`src/rtl/uva_pkg.sv`:
```
package uva_pkg;

  localparam logic [7:0] UNDERSCORE = 8'h5F;

  typedef enum logic [2:0] {
    ST_IDLE,
    ST_DECIDE,
    ST_ASCII,
    ST_HI,
    ST_LO,
    ST_SEQ
  } step_t;

  typedef enum logic [1:0] {
    BR_WAIT_IN,
    BR_DISPATCH,
    BR_WAIT_OUT,
    BR_RUN
  } br_t;

  typedef enum logic [1:0] {
    OS_ASCII,
    OS_HI,
    OS_LO,
    OS_COPY
  } osel_t;

  typedef struct packed {
    logic  take;
    logic  emit;
    osel_t sel;
    logic  shift;
    logic  spoil;
    br_t   br;
    step_t target;
  } uword_t;

  function automatic uword_t ucode(step_t s);
    uword_t w;
    w = '{take: 1'b0, emit: 1'b0, sel: OS_COPY, shift: 1'b0, spoil: 1'b0,
          br: BR_WAIT_IN, target: ST_IDLE};
    case (s)
      ST_IDLE: begin
        w.take   = 1'b1;
        w.br     = BR_WAIT_IN;
        w.target = ST_DECIDE;
      end
      ST_DECIDE: begin
        w.br     = BR_DISPATCH;
        w.target = ST_IDLE;
      end
      ST_ASCII: begin
        w.emit   = 1'b1;
        w.sel    = OS_ASCII;
        w.shift  = 1'b1;
        w.br     = BR_WAIT_OUT;
        w.target = ST_DECIDE;
      end
      ST_HI: begin
        w.emit   = 1'b1;
        w.sel    = OS_HI;
        w.spoil  = 1'b1;
        w.br     = BR_WAIT_OUT;
        w.target = ST_LO;
      end
      ST_LO: begin
        w.emit   = 1'b1;
        w.sel    = OS_LO;
        w.shift  = 1'b1;
        w.br     = BR_WAIT_OUT;
        w.target = ST_DECIDE;
      end
      ST_SEQ: begin
        w.emit   = 1'b1;
        w.sel    = OS_COPY;
        w.shift  = 1'b1;
        w.br     = BR_RUN;
        w.target = ST_DECIDE;
      end
      default: begin
        w.target = ST_IDLE;
      end
    endcase
    return w;
  endfunction

  function automatic logic is_cont(logic [7:0] b);
    return b[7:6] == 2'b10;
  endfunction

  function automatic logic forbidden(logic [7:0] b, logic [1:0] mode);
    logic hit;
    hit = 1'b0;
    if (mode != 2'd0) begin
      if (b < 8'd32) begin
        hit = 1'b1;
      end else if (mode >= 2'd2) begin
        hit = b inside {8'h3F, 8'h3C, 8'h3E, 8'h22, 8'h7C, 8'h2A, 8'h3A};
      end
    end
    return hit;
  endfunction

endpackage

```
`src/rtl/uva_in_if.sv`:
```
interface uva_in_if;
  logic       valid;
  logic       ready;
  logic [7:0] in_byte;
  logic       in_last;

  modport source (output valid, output in_byte, output in_last, input ready);
  modport sink   (input valid, input in_byte, input in_last, output ready);
endinterface

```
`src/rtl/uva_out_if.sv`:
```
interface uva_out_if;
  logic       valid;
  logic       ready;
  logic [7:0] out_byte;
  logic       out_last;
  logic       all_valid;

  modport source (output valid, output out_byte, output out_last, output all_valid,
                  input ready);
  modport sink   (input valid, input out_byte, input out_last, input all_valid,
                  output ready);
endinterface

```
`src/rtl/utf8_validate_and_repair.sv`:
```
// Sanitises a UTF-8 byte string word by word. A small control program steps one control
// word per cycle unless it waits on the source or the sink: it takes an input word, makes
// a decision on the byte at the front of the buffer, and sends each output word once the
// sink takes it. Once the buffer empties, one more decision step finds it empty before
// the next word is taken. A non-ASCII lead is held until four bytes are buffered or the
// string ends, so output may trail input by up to three words. The user must see that
// fix_mode is written through fix_mode_we/fix_mode_wdata only while the block is idle;
// the block itself does not enforce this.
module utf8_validate_and_repair (
  input  logic        clk,
  input  logic        rst,
  input  logic        fix_mode_we,
  input  logic [1:0]  fix_mode_wdata,
  uva_in_if.sink      rx,
  uva_out_if.source   tx
);

  uva_pkg::step_t  step;
  uva_pkg::step_t  step_next;
  uva_pkg::uword_t uw;

  logic [7:0] buf_q [4];
  logic [2:0] cnt;
  logic [2:0] run;
  logic [2:0] seq_len;
  logic       last;
  logic       valid;
  logic [1:0] fix_mode;
  logic       in_fire;
  logic       out_fire;
  logic       forb;
  logic       spoil_now;
  logic       at_end;

  assign uw       = uva_pkg::ucode(step);
  assign rx.ready = uw.take;
  assign tx.valid = uw.emit;
  assign in_fire  = rx.valid & rx.ready;
  assign out_fire = tx.valid & tx.ready;
  assign forb     = uva_pkg::forbidden(buf_q[0], fix_mode);
  assign spoil_now = uw.spoil | ((uw.sel == uva_pkg::OS_ASCII) & forb);
  assign at_end   = (uw.br == uva_pkg::BR_DISPATCH) & (cnt == 3'd0);

  always_comb begin
    seq_len = 3'd0;
    if (cnt >= 3'd2 && buf_q[0][7:5] == 3'b110 && uva_pkg::is_cont(buf_q[1])) begin
      seq_len = 3'd2;
    end else if (cnt >= 3'd3 && buf_q[0][7:4] == 4'b1110 &&
                 uva_pkg::is_cont(buf_q[1]) && uva_pkg::is_cont(buf_q[2])) begin
      seq_len = 3'd3;
    end else if (cnt == 3'd4 && buf_q[0][7:3] == 5'b11110 &&
                 uva_pkg::is_cont(buf_q[1]) && uva_pkg::is_cont(buf_q[2]) &&
                 uva_pkg::is_cont(buf_q[3])) begin
      seq_len = 3'd4;
    end
  end

  always_comb begin
    step_next = step;
    case (uw.br)
      uva_pkg::BR_WAIT_IN: begin
        if (in_fire) step_next = uw.target;
      end
      uva_pkg::BR_DISPATCH: begin
        if (cnt == 3'd0) begin
          step_next = uva_pkg::ST_IDLE;
        end else if (!buf_q[0][7]) begin
          step_next = uva_pkg::ST_ASCII;
        end else if (cnt != 3'd4 && !last) begin
          step_next = uva_pkg::ST_IDLE;
        end else if (seq_len == 3'd0) begin
          step_next = uva_pkg::ST_HI;
        end else begin
          step_next = uva_pkg::ST_SEQ;
        end
      end
      uva_pkg::BR_WAIT_OUT: begin
        if (out_fire) step_next = uw.target;
      end
      uva_pkg::BR_RUN: begin
        if (out_fire && run == 3'd1) step_next = uw.target;
      end
      default: begin
        step_next = uva_pkg::ST_IDLE;
      end
    endcase
  end

  always_comb begin
    case (uw.sel)
      uva_pkg::OS_ASCII: tx.out_byte = forb ? uva_pkg::UNDERSCORE : buf_q[0];
      uva_pkg::OS_HI:    tx.out_byte = {6'b110000, buf_q[0][7:6]};
      uva_pkg::OS_LO:    tx.out_byte = {2'b10, buf_q[0][5:0]};
      default:           tx.out_byte = buf_q[0];
    endcase
    tx.out_last  = last & (cnt == 3'd1) & uw.shift;
    tx.all_valid = tx.out_last & valid & ~spoil_now;
  end

  always_ff @(posedge clk) begin
    if (rst) begin
      step     <= uva_pkg::ST_IDLE;
      cnt      <= 3'd0;
      run      <= 3'd0;
      last     <= 1'b0;
      valid    <= 1'b1;
      fix_mode <= 2'd0;
    end else begin
      step <= step_next;
      if (fix_mode_we) fix_mode <= fix_mode_wdata;
      if (in_fire) begin
        cnt  <= cnt + 3'd1;
        last <= rx.in_last;
      end
      if (out_fire && uw.shift) cnt <= cnt - 3'd1;
      if (out_fire && spoil_now) valid <= 1'b0;
      if (uw.br == uva_pkg::BR_DISPATCH) run <= seq_len;
      if (out_fire && uw.br == uva_pkg::BR_RUN) run <= run - 3'd1;
      // close the string: restore the validity flag and clear last
      if (at_end && last) begin
        valid <= 1'b1;
        last  <= 1'b0;
      end
    end
  end

  always_ff @(posedge clk) begin
    if (in_fire) buf_q[cnt[1:0]] <= rx.in_byte;
    if (out_fire && uw.shift) begin
      buf_q[0] <= buf_q[1];
      buf_q[1] <= buf_q[2];
      buf_q[2] <= buf_q[3];
    end
  end

  a_room_on_take: assert property (@(posedge clk) disable iff (rst)
    in_fire |-> cnt <= 3'd3)
    else $error("input word taken with a full buffer");

  a_run_in_buffer: assert property (@(posedge clk) disable iff (rst)
    step == uva_pkg::ST_SEQ |-> run != 3'd0 && run <= cnt)
    else $error("sequence copy runs past the buffered words");

  a_last_drains: assert property (@(posedge clk) disable iff (rst)
    out_fire && tx.out_last |=> cnt == 3'd0 && step == uva_pkg::ST_DECIDE)
    else $error("final word sent with words still buffered");

endmodule

```
`src/flat_wrapper.sv`:
```
// flat-port wrapper written by rule: the top's interface ports become plain ports
module utf8_validate_and_repair_flat 
  (clk, rst, fix_mode_we, fix_mode_wdata, rx_valid, rx_in_byte, rx_in_last, rx_ready, tx_valid, tx_out_byte, tx_out_last, tx_all_valid, tx_ready);
  uva_in_if rx_i ();
  uva_out_if tx_i ();
  input  logic clk;
  input  logic rst;
  input  logic fix_mode_we;
  input  logic [1:0] fix_mode_wdata;
  input wire logic [$bits(rx_i.valid)-1:0] rx_valid;
  input wire logic [$bits(rx_i.in_byte)-1:0] rx_in_byte;
  input wire logic [$bits(rx_i.in_last)-1:0] rx_in_last;
  output wire logic [$bits(rx_i.ready)-1:0] rx_ready;
  output wire logic [$bits(tx_i.valid)-1:0] tx_valid;
  output wire logic [$bits(tx_i.out_byte)-1:0] tx_out_byte;
  output wire logic [$bits(tx_i.out_last)-1:0] tx_out_last;
  output wire logic [$bits(tx_i.all_valid)-1:0] tx_all_valid;
  input wire logic [$bits(tx_i.ready)-1:0] tx_ready;
  assign rx_i.valid = rx_valid;
  assign rx_i.in_byte = rx_in_byte;
  assign rx_i.in_last = rx_in_last;
  assign rx_ready = rx_i.ready;
  assign tx_valid = tx_i.valid;
  assign tx_out_byte = tx_i.out_byte;
  assign tx_out_last = tx_i.out_last;
  assign tx_all_valid = tx_i.all_valid;
  assign tx_i.ready = tx_ready;
  utf8_validate_and_repair u_core (.clk(clk), .rst(rst), .fix_mode_we(fix_mode_we), .fix_mode_wdata(fix_mode_wdata), .rx(rx_i), .tx(tx_i));
endmodule
```
`config.mk`:
```
export PLATFORM = sky130hd
export DESIGN_NAME = utf8_validate_and_repair_flat
export DESIGN_NICKNAME = d
export VERILOG_FILES = /design/src/rtl/uva_pkg.sv /design/src/rtl/uva_in_if.sv /design/src/rtl/uva_out_if.sv /design/src/rtl/utf8_validate_and_repair.sv /design/src/flat_wrapper.sv
export SDC_FILE = /design/constraint.sdc
export NUM_CORES = 1
export LEC_CHECK = 0
export BUFFER_PORTS_ARGS = -buffer_cell sky130_fd_sc_hd__buf_2
export CAP_MARGIN = 10
export CORE_MARGIN = 2
export CORE_UTILIZATION = 51
export DETAILED_ROUTE_END_ITERATION = 7
export PLACE_DENSITY = 0.74
export SETUP_SLACK_MARGIN = 0.5
export SLEW_MARGIN = 10
export SYNTH_ARGS = -nofsm -noshare
export SYNTH_HDL_FRONTEND = slang
export SYNTH_SLANG_ARGS = --single-unit
```
`constraint.sdc`:
```
create_clock -name clk -period 2.2 [get_ports clk]
set_input_delay 0.55 -clock clk [delete_from_list [all_inputs] [get_ports clk]]
set_output_delay 0.55 -clock clk [all_outputs]
set_load 0.03 [all_outputs]
```
==> results of run 1 <==
[logic make-up (layout without fill, tap and decap cells)]
kind of cell / after synthesis / count (layout)
simple gates: 132 / 132
compound gates: 54 / 54
flops: 45 / 45
buf+inv: 24 / 118
fa+ha+maj: 11 / 11
mux: 5 / 5
xor+xnor: 1 / 1
[Yosys cell counts, drive strengths merged (2+ instances only)]
master   count  share of area [%]
nand2       79                 12
edfxtp      32                 38
o21ai       14                2.8
dfxtp       13                 10
inv         13                1.9
a21oi       12                2.4
ha          11                5.4
buf         10                1.9
nor2        10                1.5
nor3         9                2.0
nand2b       6                1.5
or3          6                1.5
and2         5                1.2
mux2i        5                2.0
nor2b        4               0.98
a211oi       3               0.88
nor3b        3                1.3
o211ai       3               0.88
o311a        3                1.2
a2111oi      2                1.7
nor4         2               0.49
o21a         2               0.59
o21bai       2               0.59
o22ai        2               0.49
o32a         2               0.79
[flip-flops by register name, summed over array words and instances (netlist names)]
signal	count
u_core.cnt	3
u_core.last	1
u_core.valid	1
u_core.fix_mode	2
u_core.step	3
u_core.run	3
u_core.buf_q	32
[where the power goes]
group / internal (mW) / switching [mW]
logic: 1.71 / 1.83
registers: 1.19 / 0.198
clock network: 0.347 / 0.328
[cell type report]
cell class	instances	area (um^2)	share of cell area (%)
Clock inverter	3	47.5	1.12
Tap cell	67	83.8	1.98
Sequential cell	45	1230	29.0
Multi-Input combinational cell	203	1870	44.0
Timing Repair Buffer	97	892	21.0
Inverter	13	53.8	1.27
Clock buffer	5	68.8	1.62
[path summary, 6_finish.rpt]
kind | cells after the start | from | to
hold reg to reg | 2 | u_core.valid$_SDFFE_PP1P_ | u_core.valid$_SDFFE_PP1P_
setup / recovery | 9 | u_core.step[2]$_SDFFE_PP0P_ | tx_all_valid
hold / removal | 1 | rx_in_byte[1] | u_core.buf_q[3][1]$_DFFE_PP_
setup reg to reg | 11 | u_core.step[2]$_SDFFE_PP0P_ | u_core.buf_q[0][6]$_DFFE_PP_
[metrics by stage]
step	hold WS (ns)	total power [mW]
floorplan	0.442	2.66
global route	0.458	5.81
global placement	0.460	3.28
finish	0.462	5.61
CTS	0.427	4.67
detailed placement	0.478	3.34
[timing repair]
item,in CTS,in global routing
resized for setup,86,109
pin swaps,21,21
gates cloned,0,1
endpoints found under the setup margin,75,79
buffers inserted,20,13
[routing by layer]
| layer | track usage (%) | wire length [um] | part of all wire [%] | up-vias |
|---|---|---|---|---|
| met1 | 32.8 | 3360 | 36 | 1231 |
| met4 | 8.33 | 520 | 5.6 | 0 |
| met3 | 4.69 | 667 | 7.2 | 52 |
| li1 | - | - | - | 1146 |
| met5 | 0 | 0 | 0 | - |
| met2 | 45.9 | 4750 | 51 | 147 |
==> impl_metrics.py, run 1 <==
metrics = {
    "timing": {
        "fin_ws_ns": -0.452,
        "tightest_slew_ns": 0.559,
        "finalSetupViolCount": 10,
        "finalClockSkew_ns": 0.00391,
        "finalHoldViolCount": 0,
        "fmax_ghz": 0.377,
        "tns_ns": -3.59,
        "period_needed_ns": 2.65,
        "rsz0062_at_grt": "true",
        "slew_violations": 0,
        "max_slew_margin_pct": 62.6,
        "fin_crit_sh_pct": 121,
    },
    "drt": {
        "num_vias": 2576,
        "drtIter0Drc": 240,
        "avgRoutedWirePerCell_um": 21.5,
        "via_per_inst": 5.95,
        "drc": 0,
        "dr.pass1.iters": 4,
        "ant_nets": 0,
        "finalWirelength_um": 9300,
    },
    "power": {
        "powerDensity_mw_per_mm2": 1320,
        "p_leak_nw": 1.71,
        "ir_drop_v": 0.00103,
    },
    "final_layout": {
        "final_common_cell": "buf_4",
        "design_area_mm2": 0.00424,
        "nFillCells": 194,
        "diodes": 0,
        "instances_no_fill": 433,
        "final_cell_mix": "buf_4, nand2_1, buf_6",
        "area_delta_synth_final_pct": 66.6,
        "drive_gt1_share_pct": 57.1,
        "final_util_pct": 89.2,
        "fin_nets": 392,
    },
    "placed_design": {
        "io_buffers": 27,
        "hpwl_um": 4370,
        "dp_slack_ns": -0.146,
        "place.gp.congestion": 0.881,
        "dp.cells": 391,
        "postPlaceCellArea_mm2": 0.00307,
    },
    "worst_setup_path": {
        "crit_path_max_fanout": 4,
        "crit_family": "buffers and inverters",
        "cp_cell_sequence": "xor2_4 -> nand2b_4 -> inv_4 -> ha_4 -> inv_4 -> a2111oi_4 -> buf_4 -> nor2_2 -> buf_6",
        "cp.buffers_inverters": 4,
        "cp-start-kind": "flop",
        "crit_type": "flop to primary output",
        "cp_data_required_time_ns": 1.65,
        "arrival_ns": 2.10,
        "slowest_stage": "dfxtp_4",
        "crit_top_cell": "inv_4",
        "crit_path_max_incr_delay_ns": 0.42,
        "r2r_setup_slack_ns": 0.18,
        "end_kind": "primary output",
    },
    "logic_synthesis": {
        "synth_mux_area_share_pct": 1.97,
        "yosys.area_share.adder_pct": 5.41,
        "synth_xor_area_share_pct": 0.344,
        "syn_nets": 299,
        "synthCells": 272,
        "synth_top_family_by_area": "simple AND/OR/NAND/NOR gates",
        "async_flop_share_pct": 0,
        "synthSimpleGateAreaFrac_pct": 25.0,
        "yosysUniqueCellTypes": 49,
        "ys.flop_type": "edfxtp_1",
        "syn_area_per_cell_um2": 9.36,
        "ys_ff_latch": 45,
        "synth-compound-area-share_pct": 15.3,
        "synth-edff-count": 32,
        "yosysSeqAreaShare_pct": 48.0,
        "synth_area_mm2": 0.00255,
        "ys_warn_count": 0,
    },
    "status": {
        "violations": "negative setup slack",
        "status": "complete, but fails checks",
    },
    "die": {
        "coreArea_mm2": 0.00475,
        "die_w_um": 74.7,
        "io_pins": 28,
        "die_y_um": 74.7,
        "row_count": 25,
        "dieArea_mm2": 0.00557,
        "start_util_pct": 53.6,
    },
    "cts": {
        "cts_buffers": 5,
        "clock-sinks": 45,
        "cts_root_buf": "clkbuf_8",
        "cts_hold_buf": 0,
        "clock_latency_ns": 0.32,
        "ctsLongestPathBuffers": 2,
        "clkTransAtPathRegs_ns": 0.09,
        "htree_levels": 2,
        "cts_tree": "done",
    },
    "global_routing": {
        "grt_pass1_vias": 2280,
        "grt_overflow_total": 0,
        "antenna_found_initial": 0,
        "grt_pass1_wl_um": 10900,
        "track_usage_pct": 26.1,
        "grt_start_max_net_pins": 17,
    },
    "worst_hold_path": {
        "min_path_type": "input port to flop",
    },
    "job": {
        "maxCapViolCount": 0,
    },
}
Note: power is estimated with default switching activity, not from simulation.
==> run 2: changes to the inputs <==
--- a/config.mk
+++ b/config.mk
@@ -10,6 +10,8 @@
 export CORE_MARGIN = 2
 export CORE_UTILIZATION = 51
 export DETAILED_ROUTE_END_ITERATION = 7
+export GPL_ROUTABILITY_DRIVEN = 0
+export MAX_ROUTING_LAYER = met4
 export PLACE_DENSITY = 0.74
 export SETUP_SLACK_MARGIN = 0.5
 export SLEW_MARGIN = 10
==> impl_metrics.py, run 2 (synthesis results as in run 1) <==
metrics = {
    "final_layout": {
        "multiInputGateArea_mm2": 0.00156,
        "diodes": 0,
        "final_common_cell": "nand2_1",
        "nFillCells": 289,
        "largest_register_ffs": 32,
        "regMostFlops": "u_core.buf_q",
        "design_area_mm2": 0.00376,
        "area_delta_synth_final_pct": 47.7,
        "final_util_pct": 79.1,
        "final_cell_mix": "nand2_1, buf_4, edfxtp_1",
        "regArea_mm2": 0.00123,
        "drive_gt1_share_pct": 45.0,
        "fin_nets": 375,
    },
    "cts": {
        "clock_latency_ns": 0.31,
        "clkTransAtPathRegs_ns": 0.09,
        "cts_hold_buf": 0,
        "cts_tree": "done",
        "htree_levels": 2,
        "cts_root_buf": "clkbuf_8",
        "ctsLongestPathBuffers": 2,
        "clock-sinks": 45,
        "cts_buffers": 5,
    },
    "drt": {
        "via_per_inst": 5.71,
        "avgRoutedWirePerCell_um": 17.2,
        "dr.pass1.iters": 4,
        "drtIter0Drc": 173,
        "ant_nets": 0,
        "finalWirelength_um": 7150,
        "num_vias": 2376,
        "drc": 0,
    },
    "worst_setup_path": {
        "cp-start-kind": "flop",
        "cp_data_required_time_ns": 1.65,
        "cp.buffers_inverters": 2,
        "crit_path_max_incr_delay_ns": 0.45,
        "slowest_stage": "edfxtp_1",
        "crit_type": "flop to primary output",
        "crit_path_max_fanout": 3,
        "cp_cell_sequence": "or2_1 -> a21o_4 -> a2111oi_4 -> buf_4 -> nor2_2 -> buf_6",
        "crit_family": "compound AO/OA/AOI/OAI gates",
        "end_kind": "primary output",
        "arrival_ns": 2.07,
    },
    "timing": {
        "tightest_slew_ns": 0.449,
        "max_slew_margin_pct": 69.2,
        "fin_crit_sh_pct": 119,
        "fmax_ghz": 0.382,
        "finalSetupViolCount": 10,
        "finalHoldViolCount": 0,
        "rsz0062_at_grt": "true",
        "slew_violations": 0,
        "finalClockSkew_ns": 0.00434,
        "fin_ws_ns": -0.416,
        "hold_ws_ns": 0.437,
        "period_needed_ns": 2.62,
    },
    "placed_design": {
        "io_buffers": 27,
        "postPlaceCellArea_mm2": 0.00306,
        "hpwl_um": 4140,
    },
    "die": {
        "row_count": 25,
        "coreArea_mm2": 0.00475,
        "die_w_um": 74.7,
        "die_y_um": 74.7,
        "dieArea_mm2": 0.00557,
        "start_util_pct": 53.6,
        "io_pins": 28,
    },
    "power": {
        "p_leak_nw": 1.55,
        "ir_drop_v": 0.000675,
        "powerDensity_mw_per_mm2": 1280,
    },
    "worst_hold_path": {
        "min_path_type": "input port to flop",
    },
    "global_routing": {
        "antenna_found_initial": 0,
        "grt_pass1_wl_um": 9760,
        "grt_pass1_vias": 2066,
        "grt_overflow_total": 0,
        "grt_start_max_net_pins": 27,
        "track_usage_pct": 23.8,
    },
    "status": {
        "violations": "negative setup slack",
        "status": "complete, but fails checks",
    },
    "job": {
        "maxCapViolCount": 0,
    },
}
==> run 2: cell count changes in the layout (fill, tap and decap cells not counted), sizes merged <==
cell / before / now
buf: 96 / 78
clkbuf: 6 / 7
clkinv: 0 / 1
inv: 15 / 14
==> run 2: worst reg2reg max path: stages, from the launching register on <==
cell and delay [ns]:
edfxtp_1 0.45, or2_1 0.27, a21o_4 0.24, a2111oi_4 0.43, buf_4 0.21, buf_6 0.09, o21ai_1 0.06
==> run 2: metrics by stage <==
stage / cells / setup TNS, ns / setup WS, ns / total power, mW
2_1_floorplan: 272 / -1.69 / -0.287 / 2.66
5_1_grt: 416 / -3.66 / -0.478 / 5.05
4_1_cts: 409 / -3.08 / -0.399 / 4.40
6_report: 416 / -2.99 / -0.416 / 4.82
3_3_place_gp: 390 / -0.592 / -0.0976 / 3.28
3_5_place_dp: 390 / -0.939 / -0.155 / 3.33
==> run 2: metal layers <==
| layer | routed length, um | vias up | GRT usage, % |
|---|---|---|---|
| li1 | - | 1114 | - |
| met1 | 2840 | 1128 | 30.2 |
| met2 | 3680 | 111 | 37.9 |
| met3 | 458 | 23 | 5.35 |
| met4 | 171 | 0 | 8.33 |
| met5 | 0 | - | - |
==> run 2: worst paths after layout <==
path,to,depth (start not counted),start,slack [ns]
setup / recovery,tx_all_valid,6,u_core.buf_q[0][5]$_DFFE_PP_,-0.42
hold reg to reg,u_core.fix_mode[0]$_SDFFE_PP0P_,2,u_core.fix_mode[0]$_SDFFE_PP0P_,0.51
setup reg to reg,u_core.valid$_SDFFE_PP1P_,6,u_core.buf_q[0][5]$_DFFE_PP_,0.36
hold / removal,u_core.buf_q[3][5]$_DFFE_PP_,1,rx_in_byte[5],0.44
==> run 2: layout make-up <==
| cell class | count | area share (%) |
|---|---|---|
| Clock buffer | 5 | 1.83 |
| Clock inverter | 3 | 1.33 |
| Inverter | 13 | 1.43 |
| Multi-Input combinational cell | 203 | 41.5 |
| Sequential cell | 45 | 32.8 |
| Tap cell | 67 | 2.23 |
| Timing Repair Buffer | 80 | 18.9 |
==> run 2: timing repair <==
item | CTS | global route
setup endpoints to repair | 74 | 54
pin swaps | 19 | 11
resized for setup | 56 | 54
cloned | 0 | 2
setup buffers | 11 | 5
==> run 2: power by group <==
part	internal, mW	leakage [nW]	switching, mW
combinational	1.32	1.09	1.46
sequential	1.20	0.404	0.176
clock	0.348	0.0603	0.323
total	2.87	1.55	1.96
